### src/rtl/tpsc_pkg.sv
// shared types, codes and reset values of the two-page smooth scroll controller
package tpsc_pkg;

  // default scan offset at which a text line starts scrolling
  localparam int unsigned TOP_SCAN_DEFAULT = 13;

  localparam int unsigned ROW_W  = 6;
  localparam int unsigned SCAN_W = 4;
  localparam int unsigned ADDR_W = 17;
  localparam int unsigned HW_W   = 16;
  localparam int unsigned CFG_IDX_W  = 3;
  localparam int unsigned CFG_DATA_W = 17;
  localparam int unsigned RES_SLOTS  = 3;
  localparam int unsigned CNT_W      = 2;

  // request function codes
  localparam logic [1:0] FUNC_UP   = 2'd0;
  localparam logic [1:0] FUNC_DOWN = 2'd1;
  localparam logic [1:0] FUNC_STOP = 2'd2;

  // result command codes
  localparam logic CMD_WRITE   = 1'b0;
  localparam logic CMD_SET_TOP = 1'b1;

  // configuration register indexes
  localparam logic [CFG_IDX_W-1:0] CFG_SCROLLED_LINES = 3'd0;
  localparam logic [CFG_IDX_W-1:0] CFG_TOTAL_LINES    = 3'd1;
  localparam logic [CFG_IDX_W-1:0] CFG_TOP_LIMIT      = 3'd2;
  localparam logic [CFG_IDX_W-1:0] CFG_LINE_BYTES     = 3'd3;
  localparam logic [CFG_IDX_W-1:0] CFG_BASE_ADDRESS   = 3'd4;

  localparam logic [4:0]        SCROLLED_LINES_RST = 5'd16;
  localparam logic [5:0]        TOTAL_LINES_RST    = 6'd34;
  localparam logic [5:0]        TOP_LIMIT_RST      = 6'd18;
  localparam logic [9:0]        LINE_BYTES_RST     = 10'd144;
  localparam logic [ADDR_W-1:0] BASE_ADDRESS_RST   = '0;

  typedef struct packed {
    logic [4:0]        scrolled_lines;
    logic [5:0]        total_lines;
    logic [5:0]        top_limit;
    logic [9:0]        line_bytes;
    logic [ADDR_W-1:0] base_address;
  } cfg_t;

  typedef struct packed {
    logic [ROW_W-1:0]  top_line;
    logic [SCAN_W-1:0] scan_offset;
    logic              scrolling_up;
    logic              scrolling_down;
    logic [ADDR_W-1:0] prev_top_addr;
  } state_t;

  typedef struct packed {
    logic              command;
    logic [ROW_W-1:0]  row;
    logic [SCAN_W-1:0] scan;
    logic [HW_W-1:0]   halfword_address;
    logic              address_changed;
    logic              last;
  } res_t;

endpackage

### src/rtl/tpsc_step.sv
// per-request scroll logic: next state and the list of up to three commands
module tpsc_step #(
  parameter int unsigned TOP_SCAN = tpsc_pkg::TOP_SCAN_DEFAULT
) (
  input  tpsc_pkg::cfg_t                   cfg,
  input  tpsc_pkg::state_t                 st,
  input  logic [1:0]                       func,
  input  logic                             line_ready,
  output tpsc_pkg::state_t                 st_nxt,
  output tpsc_pkg::res_t                   res [tpsc_pkg::RES_SLOTS],
  output logic [tpsc_pkg::CNT_W-1:0]       res_cnt
);

  localparam logic [tpsc_pkg::SCAN_W-1:0] TS = TOP_SCAN[tpsc_pkg::SCAN_W-1:0];

  tpsc_pkg::state_t            st_mid;
  logic [tpsc_pkg::ROW_W-1:0]  wr_row [2];
  logic [tpsc_pkg::CNT_W-1:0]  nwr;
  logic                        emit_top;
  logic                        dbl_top;
  logic [6:0]                  dup_sum;
  logic [tpsc_pkg::ADDR_W-1:0] prod;
  logic [tpsc_pkg::ADDR_W-1:0] addr;
  logic                        chg;
  logic [tpsc_pkg::CNT_W-1:0]  slot;

  // unwrapped sum for the duplicate-row range test on scroll down
  assign dup_sum = {1'b0, st.top_line} + {2'b00, cfg.scrolled_lines} + 7'd1;

  always_comb begin
    st_mid    = st;
    wr_row[0] = '0;
    wr_row[1] = '0;
    nwr       = '0;
    emit_top  = 1'b0;
    dbl_top   = 1'b0;
    unique case (func)
      tpsc_pkg::FUNC_UP: begin
        st_mid.scrolling_up   = 1'b1;
        st_mid.scrolling_down = 1'b0;
        if (st.scan_offset == TS) begin
          if (line_ready) begin
            emit_top           = 1'b1;
            st_mid.scan_offset = TS - 4'd1;
            if (st.top_line == cfg.top_limit) begin
              // page swap back to the first page
              wr_row[0]       = {1'b0, cfg.scrolled_lines};
              nwr             = 2'd1;
              st_mid.top_line = '0;
              dbl_top         = 1'b1;
            end else begin
              wr_row[0] = st.top_line + {1'b0, cfg.scrolled_lines};
              wr_row[1] = st.top_line - 6'd2;
              nwr       = (st.top_line >= 6'd2) ? 2'd2 : 2'd1;
            end
          end
        end else if (st.scan_offset == 4'd0) begin
          emit_top           = 1'b1;
          st_mid.top_line    = st.top_line + 6'd1;
          st_mid.scan_offset = TS;
        end else begin
          emit_top           = 1'b1;
          st_mid.scan_offset = st.scan_offset - 4'd1;
        end
      end
      tpsc_pkg::FUNC_DOWN: begin
        st_mid.scrolling_down = 1'b1;
        st_mid.scrolling_up   = 1'b0;
        if (st.scan_offset == TS) begin
          if (line_ready) begin
            emit_top           = 1'b1;
            st_mid.scan_offset = '0;
            if (st.top_line == 6'd0) begin
              // page swap to the second page
              st_mid.top_line = cfg.top_limit - 6'd1;
              wr_row[0]       = cfg.top_limit - 6'd1;
              nwr             = 2'd1;
            end else begin
              st_mid.top_line = st.top_line - 6'd1;
              wr_row[0]       = st.top_line - 6'd1;
              wr_row[1]       = dup_sum[5:0];
              nwr             = (dup_sum < {1'b0, cfg.total_lines}) ? 2'd2 : 2'd1;
            end
          end
        end else begin
          emit_top           = 1'b1;
          st_mid.scan_offset = st.scan_offset + 4'd1;
        end
      end
      tpsc_pkg::FUNC_STOP: begin
        st_mid.scrolling_up   = 1'b0;
        st_mid.scrolling_down = 1'b0;
        if (st.scrolling_down) begin
          emit_top           = 1'b1;
          st_mid.scan_offset = TS;
        end else if (st.scrolling_up) begin
          emit_top           = 1'b1;
          st_mid.top_line    = st.top_line + 6'd1;
          st_mid.scan_offset = TS;
        end
      end
      default: begin
      end
    endcase
  end

  // every set-top of one request uses the new top line
  assign prod = {11'b0, st_mid.top_line} * {7'b0, cfg.line_bytes};
  assign addr = cfg.base_address + prod;
  assign chg  = (addr != st.prev_top_addr);

  always_comb begin
    res_cnt = emit_top ? (nwr + 2'd1 + {1'b0, dbl_top}) : '0;
    for (int i = 0; i < tpsc_pkg::RES_SLOTS; i++) begin
      slot   = i[tpsc_pkg::CNT_W-1:0];
      res[i] = '0;
      if (slot < nwr) begin
        res[i].command = tpsc_pkg::CMD_WRITE;
        res[i].row     = wr_row[i[0]];
      end else if (slot == nwr) begin
        res[i].command          = tpsc_pkg::CMD_SET_TOP;
        res[i].row              = st_mid.top_line;
        res[i].scan             = dbl_top ? TS : st_mid.scan_offset;
        res[i].halfword_address = addr[tpsc_pkg::ADDR_W-1:1];
        res[i].address_changed  = chg;
      end else begin
        // second set-top after a page swap: same address, no change
        res[i].command          = tpsc_pkg::CMD_SET_TOP;
        res[i].row              = st_mid.top_line;
        res[i].scan             = st_mid.scan_offset;
        res[i].halfword_address = addr[tpsc_pkg::ADDR_W-1:1];
        res[i].address_changed  = 1'b0;
      end
      res[i].last = (slot == res_cnt - 2'd1);
    end
  end

  // the state register keeps the newest set-top address
  always_comb begin
    st_nxt               = st_mid;
    st_nxt.prev_top_addr = emit_top ? addr : st.prev_top_addr;
  end

endmodule

### src/rtl/two_page_smooth_scroll_controller.sv
// top level of the two-page smooth scroll controller
//
//  port group  | direction | handshake          | payload
//  in_         | in        | in_valid/in_ready  | func, line_ready
//  out_        | out       | out_valid/out_ready| command, row, scan, halfword_address,
//              |           |                    | address_changed, last
//  cfg_        | in        | cfg_we             | cfg_index, cfg_data
//
// a request is registered, then decoded combinationally into up to three commands
// held in a three-entry result buffer; the first command is valid once the buffer
// has loaded them, which waits while earlier commands are still pending
// the buffer drains one command a cycle while out_ready is high; a new request loads
// as the last command leaves
// requests that give no command produce nothing
// reset is synchronous and clears the scroll state, buffer and config to defaults
module two_page_smooth_scroll_controller #(
  parameter int unsigned TOP_SCAN = tpsc_pkg::TOP_SCAN_DEFAULT
) (
  input  logic                                clk,
  input  logic                                rst_n,
  input  logic                                in_valid,
  output logic                                in_ready,
  input  logic [1:0]                          in_func,
  input  logic                                in_line_ready,
  output logic                                out_valid,
  input  logic                                out_ready,
  output logic                                out_command,
  output logic [tpsc_pkg::ROW_W-1:0]          out_row,
  output logic [tpsc_pkg::SCAN_W-1:0]         out_scan,
  output logic [tpsc_pkg::HW_W-1:0]           out_halfword_address,
  output logic                                out_address_changed,
  output logic                                out_last,
  input  logic                                cfg_we,
  input  logic [tpsc_pkg::CFG_IDX_W-1:0]      cfg_index,
  input  logic [tpsc_pkg::CFG_DATA_W-1:0]     cfg_data
);

  localparam logic [tpsc_pkg::SCAN_W-1:0] TS = TOP_SCAN[tpsc_pkg::SCAN_W-1:0];

  tpsc_pkg::cfg_t             cfg_r;
  tpsc_pkg::state_t           st_r;
  tpsc_pkg::state_t           st_nxt;
  tpsc_pkg::res_t             res_nxt [tpsc_pkg::RES_SLOTS];
  tpsc_pkg::res_t             res_r   [tpsc_pkg::RES_SLOTS];
  logic [tpsc_pkg::CNT_W-1:0] res_cnt_nxt;
  logic [tpsc_pkg::CNT_W-1:0] cnt_r;
  logic                       req_valid_r;
  logic [1:0]                 req_func_r;
  logic                       req_line_ready_r;
  logic                       out_fire;
  logic                       load;

  assign out_fire = out_valid && out_ready;
  assign load     = req_valid_r && ((cnt_r == 2'd0) || ((cnt_r == 2'd1) && out_fire));
  assign in_ready = !req_valid_r || load;

  always_ff @(posedge clk) begin
    if (!rst_n) begin
      cfg_r.scrolled_lines <= tpsc_pkg::SCROLLED_LINES_RST;
      cfg_r.total_lines    <= tpsc_pkg::TOTAL_LINES_RST;
      cfg_r.top_limit      <= tpsc_pkg::TOP_LIMIT_RST;
      cfg_r.line_bytes     <= tpsc_pkg::LINE_BYTES_RST;
      cfg_r.base_address   <= tpsc_pkg::BASE_ADDRESS_RST;
    end else if (cfg_we) begin
      unique case (cfg_index)
        tpsc_pkg::CFG_SCROLLED_LINES: cfg_r.scrolled_lines <= cfg_data[4:0];
        tpsc_pkg::CFG_TOTAL_LINES:    cfg_r.total_lines    <= cfg_data[5:0];
        tpsc_pkg::CFG_TOP_LIMIT:      cfg_r.top_limit      <= cfg_data[5:0];
        tpsc_pkg::CFG_LINE_BYTES:     cfg_r.line_bytes     <= cfg_data[9:0];
        tpsc_pkg::CFG_BASE_ADDRESS:   cfg_r.base_address   <= cfg_data;
        default: begin
        end
      endcase
    end
  end

  // request register
  always_ff @(posedge clk) begin
    if (!rst_n) begin
      req_valid_r <= 1'b0;
    end else if (in_valid && in_ready) begin
      req_valid_r <= 1'b1;
    end else if (load) begin
      req_valid_r <= 1'b0;
    end
  end

  always_ff @(posedge clk) begin
    if (in_valid && in_ready) begin
      req_func_r       <= in_func;
      req_line_ready_r <= in_line_ready;
    end
  end

  tpsc_step #(
    .TOP_SCAN (TOP_SCAN)
  ) u_step (
    .cfg        (cfg_r),
    .st         (st_r),
    .func       (req_func_r),
    .line_ready (req_line_ready_r),
    .st_nxt     (st_nxt),
    .res        (res_nxt),
    .res_cnt    (res_cnt_nxt)
  );

  always_ff @(posedge clk) begin
    if (!rst_n) begin
      st_r <= '0;
    end else if (load) begin
      st_r <= st_nxt;
    end
  end

  // result buffer, entry 0 drives the output
  always_ff @(posedge clk) begin
    if (!rst_n) begin
      cnt_r <= '0;
    end else if (load) begin
      cnt_r <= res_cnt_nxt;
    end else if (out_fire) begin
      cnt_r <= cnt_r - 2'd1;
    end
  end

  always_ff @(posedge clk) begin
    if (load) begin
      res_r <= res_nxt;
    end else if (out_fire) begin
      res_r[0] <= res_r[1];
      res_r[1] <= res_r[2];
    end
  end

  assign out_valid            = (cnt_r != 2'd0);
  assign out_command          = res_r[0].command;
  assign out_row              = res_r[0].row;
  assign out_scan             = res_r[0].scan;
  assign out_halfword_address = res_r[0].halfword_address;
  assign out_address_changed  = res_r[0].address_changed;
  assign out_last             = res_r[0].last;

  a_last_is_final : assert property (@(posedge clk) disable iff (!rst_n)
    out_valid && out_last |-> cnt_r == 2'd1)
    else $error("last flag on a command that is not the final one");

  a_more_pending : assert property (@(posedge clk) disable iff (!rst_n)
    out_valid && !out_last |-> cnt_r != 2'd1)
    else $error("final buffered command lacks last flag");

  a_scan_range : assert property (@(posedge clk) disable iff (!rst_n)
    st_r.scan_offset <= TS)
    else $error("scan offset beyond top scan");

  a_addr_hold : assert property (@(posedge clk) disable iff (!rst_n)
    !load |=> $stable(st_r.prev_top_addr))
    else $error("top address changed without a request");

  a_no_load_busy : assert property (@(posedge clk) disable iff (!rst_n)
    load |-> cnt_r == 2'd0 || (cnt_r == 2'd1 && out_fire))
    else $error("buffer overwritten with commands pending");

endmodule

### config.mk
export PLATFORM = sky130hd
export DESIGN_NAME = two_page_smooth_scroll_controller
export DESIGN_NICKNAME = d
export VERILOG_FILES = /design/src/rtl/tpsc_pkg.sv /design/src/rtl/tpsc_step.sv /design/src/rtl/two_page_smooth_scroll_controller.sv
export SDC_FILE = /design/constraint.sdc
export NUM_CORES = 1
export LEC_CHECK = 0
export ABC_AREA = 1
export BUFFER_PORTS_ARGS = -buffer_cell sky130_fd_sc_hd__buf_2
export CAP_MARGIN = 5
export CORE_MARGIN = 5
export CORE_UTILIZATION = 35
export DETAILED_ROUTE_END_ITERATION = 10
export RECOVER_POWER = 25
export SYNTH_ARGS = -nofsm -noshare
export SYNTH_HDL_FRONTEND = slang
export SYNTH_SLANG_ARGS = --single-unit
### constraint.sdc
create_clock -name clk -period 10.31 [get_ports clk]
set_input_delay 2.062 -clock clk [delete_from_list [all_inputs] [get_ports clk]]
set_output_delay 2.062 -clock clk [all_outputs]
set_load 0.01 [all_outputs]
==> impl_metrics.env <==
export IMPL_first_iter_violations=665
export IMPL_min_path_type="reg2reg"
export IMPL_worstSetupEndpointType="flip-flop"
export IMPL_synth_edf_count=90
export IMPL_fillers=3333
export IMPL_rsz0062_at_grt="false"
export IMPL_grt_pass1_wl_mm=47.7
export IMPL_coreArea_um2=31700
export IMPL_dp_hpwl_mm=22.1
export IMPL_ir_worst_vdd_mv=0.116
export IMPL_start_kind="flip-flop"
export IMPL_multi_input_area_um2=5660
export IMPL_r2r_end="res_r[1]$_SDFFCE_PP0P_"
export IMPL_io_buffers=58
export IMPL_fin_crit_sh=0.719
export IMPL_grt_pass1_vias=8942
export IMPL_die_w_um=190
export IMPL_syn_cell_area_um2=11300
export IMPL_yosysSeqAreaShare=0.373
export IMPL_nets=1587
export IMPL_power_uw=2190
export IMPL_r2r_cells=33
export IMPL_crit_slowest_cell="dfxtp_1"
export IMPL_status="complete, but fails checks"
export IMPL_grt_max_degree=71
export IMPL_cts_tree="yes"
export IMPL_r2r_slack_ns=2.90
export IMPL_cts_setup_buffers=0
export IMPL_violations="capacitance limit, slew limit"
export IMPL_first_pass_iters=5
export IMPL_syn_area_per_cell_um2=7.87
export IMPL_die_y_um=190
export IMPL_setup_viol=0
export IMPL_hold_viol_final=0
export IMPL_grt_overflow=0
export IMPL_cts_max_path_buffers=2
export IMPL_grt_use_total=0.165
export IMPL_slew_violations=114
export IMPL_crit_required_ns=10.50
export IMPL_crit_start="st_r[24]$_SDFFE_PN0P_"
export IMPL_dominantRegCellSynth="edfxtp_1"
export IMPL_num_io_pins=59
export IMPL_routed_wl_mm=29.1
export IMPL_dieArea_um2=36000
export IMPL_drive_above_1_share=0.0986
export IMPL_antenna_found_initial=1
export IMPL_wl_per_cell_um=15.5
export IMPL_path_max_fanout=12
export IMPL_netlist_instances=1438
export IMPL_cp_slowest_stage_delay_ns=0.66
export IMPL_slew_headroom=-0.861
export IMPL_antennaDiodeCount=0
export IMPL_endpoint="res_r[1]$_SDFFCE_PP0P_"
export IMPL_ys_seq_elements=166
export IMPL_p_leak_uw=0.00581
export IMPL_maxCapViolCount=2
export IMPL_htreeDepth=4
export IMPL_fin_skew_ns=0.0125
export IMPL_crit_arrival_ns=7.60
export IMPL_p_per_area_nw_per_um2=177
export IMPL_critical_path_class="reg2reg"
export IMPL_start_util=0.357
export IMPL_gp_congestion=0.916
export IMPL_clock_latency_ns=0.44
export IMPL_clkSinkCount=166
export IMPL_cp_common_cell="nand2_1"
export IMPL_tns_ns=0
export IMPL_hold_buffers=0
export IMPL_drc=0
export IMPL_rows=65
export IMPL_cts_root_buf="clkbuf_16"
export IMPL_synth_warnings=0
export IMPL_syn_num_nets=1568
export IMPL_synth_cell_types=49
export IMPL_worst_pin_slew_ns=2.79
export IMPL_cts_buffers=17
export IMPL_post_route_min_period_ns=7.41
export IMPL_vias=9227
export IMPL_async_flop_share=0
export IMPL_clk_pin_slew_ns=0.07
export IMPL_fmax_mhz=135
export IMPL_viasPerCell=4.93
export IMPL_seq_area_um2=4220
export IMPL_ant_nets=0
export IMPL_synthToLayoutAreaGrowth_pct=9.16
export IMPL_r2r_start="st_r[24]$_SDFFE_PN0P_"
export IMPL_cts_resized=0
stage by stage:
step / instance area, um^2 / util / worst slack [ns] / hold WS, ns / std cells
3_3_place_gp: 11800 / 0.372 / 3.29 / 0.455 / 1840
4_1_cts: 12400 / 0.391 / 3.30 / 0.473 / 1872
2_1_floorplan: 11300 / - / 4.26 / 0.435 / 1438
3_5_place_dp: 11800 / 0.372 / 3.34 / 0.460 / 1840
5_1_grt: 12400 / 0.390 / 2.38 / 0.491 / 1872
6_report: 12400 / 0.390 / 2.90 / 0.473 / 1872
worst min-delay path by stage:
stage                             endpoint  slack [ns]  cells past startpoint                    from
global placement      st_r[2]$_SDFFE_PN0P_        0.46                      2    st_r[2]$_SDFFE_PN0P_
finish              cfg_r[35]$_SDFFE_PN0P_        0.47                      2  cfg_r[35]$_SDFFE_PN0P_
global route        cfg_r[35]$_SDFFE_PN0P_        0.49                      2  cfg_r[35]$_SDFFE_PN0P_
CTS                 cfg_r[35]$_SDFFE_PN0P_        0.47                      2  cfg_r[35]$_SDFFE_PN0P_
detailed placement  cfg_r[35]$_SDFFE_PN0P_        0.46                      2  cfg_r[35]$_SDFFE_PN0P_
floorplan           cfg_r[35]$_SDFFE_PN0P_        0.44                      2  cfg_r[35]$_SDFFE_PN0P_
cell families after synthesis:
logic type      after synthesis  synth area share
simple gates                560             0.216
xor+xnor                     27            0.0234
fa+ha+maj                   102             0.145
flops                       166             0.373
buf+inv                     336             0.125
compound gates              246             0.117
other cells                   1          0.000331
per-layer routing:
layer | GRT usage | vias to the layer above | share of wire
met5 | 0 | - | 0.00038
met4 | 0.0359 | 2 | 0.013
met3 | 0.0297 | 29 | 0.056
met2 | 0.263 | 233 | 0.44
met1 | 0.236 | 4375 | 0.49
li1 | - | 4588 | -
critical path, delay by kind of cell (launching register included):
| kind | cells | cell delay (ns) |
|---|---|---|
| adders and majority gates | 6 | 2.75 |
| and+or+nand+nor | 17 | 2.52 |
| buffers and inverters | 7 | 0.68 |
| DFF | 1 | 0.66 |
| AOI/OAI and AO/OA | 3 | 0.53 |
layout make-up:
cell class	instances	area share
clock buffers	17	0.0344
clock inverters	15	0.0152
inverters	273	0.0840
multi-input cells	936	0.458
flip-flops and latches	166	0.342
well taps	402	0.0407
repair buffers	63	0.0257
Yosys cell counts (3+ instances only):
cell type	instances	area share
a21oi_1	83	0.037
buf_2	3	0.0013
buf_4	28	0.019
buf_6	4	0.0040
clkbuf_1	26	0.0086
dfxtp_1	76	0.13
edfxtp_1	90	0.24
fa_1	48	0.085
ha_1	54	0.060
inv_1	253	0.084
inv_2	14	0.0046
inv_4	4	0.0022
nand2_1	334	0.11
nand2_2	11	0.0061
nand2_4	6	0.0060
nand3_1	73	0.032
nand3_2	5	0.0044
nand3b_1	8	0.0053
nand4_1	8	0.0044
nor2_1	93	0.031
nor2_2	5	0.0028
nor2_4	3	0.0030
nor3_1	5	0.0022
o2111ai_1	3	0.0023
o211ai_1	12	0.0080
o21ai_0	127	0.056
o21ai_1	3	0.0013
o22ai_1	6	0.0033
xnor2_1	7	0.0054
xor2_1	18	0.014
state kept, by name, summed over array words and instances (netlist names), 2 cells and up:
register / flops
out_halfword_address: 16
cfg_r: 44
cnt_r: 2
out_row: 6
res_r: 58
req_func_r: 2
out_scan: 4
st_r: 29
cell usage in the layout (no fill, tap or decap), drive strengths merged, types with 3 or more instances in the layout:
cell type  instances
fa                48
clkbuf            21
nor2             103
o21ai            132
nor3               5
edfxtp            90
or2                4
nand3b             8
ha                54
nand2            351
xor2              18
xnor2              7
nand3             79
o2111ai            3
inv              278
dfxtp             76
a21oi             84
o22ai              6
buf               59
clkinv             6
nand4              8
o211ai            12
report_power, final:
part / internal (uW) / switching (uW) / total [uW] / leakage (uW)
combinational: 207 / 437 / 644 / 0.00403
clock: 370 / 308 / 677 / 0.000298
sequential: 825 / 41.3 / 866 / 0.00148
Power figures use the tool's default switching activity.
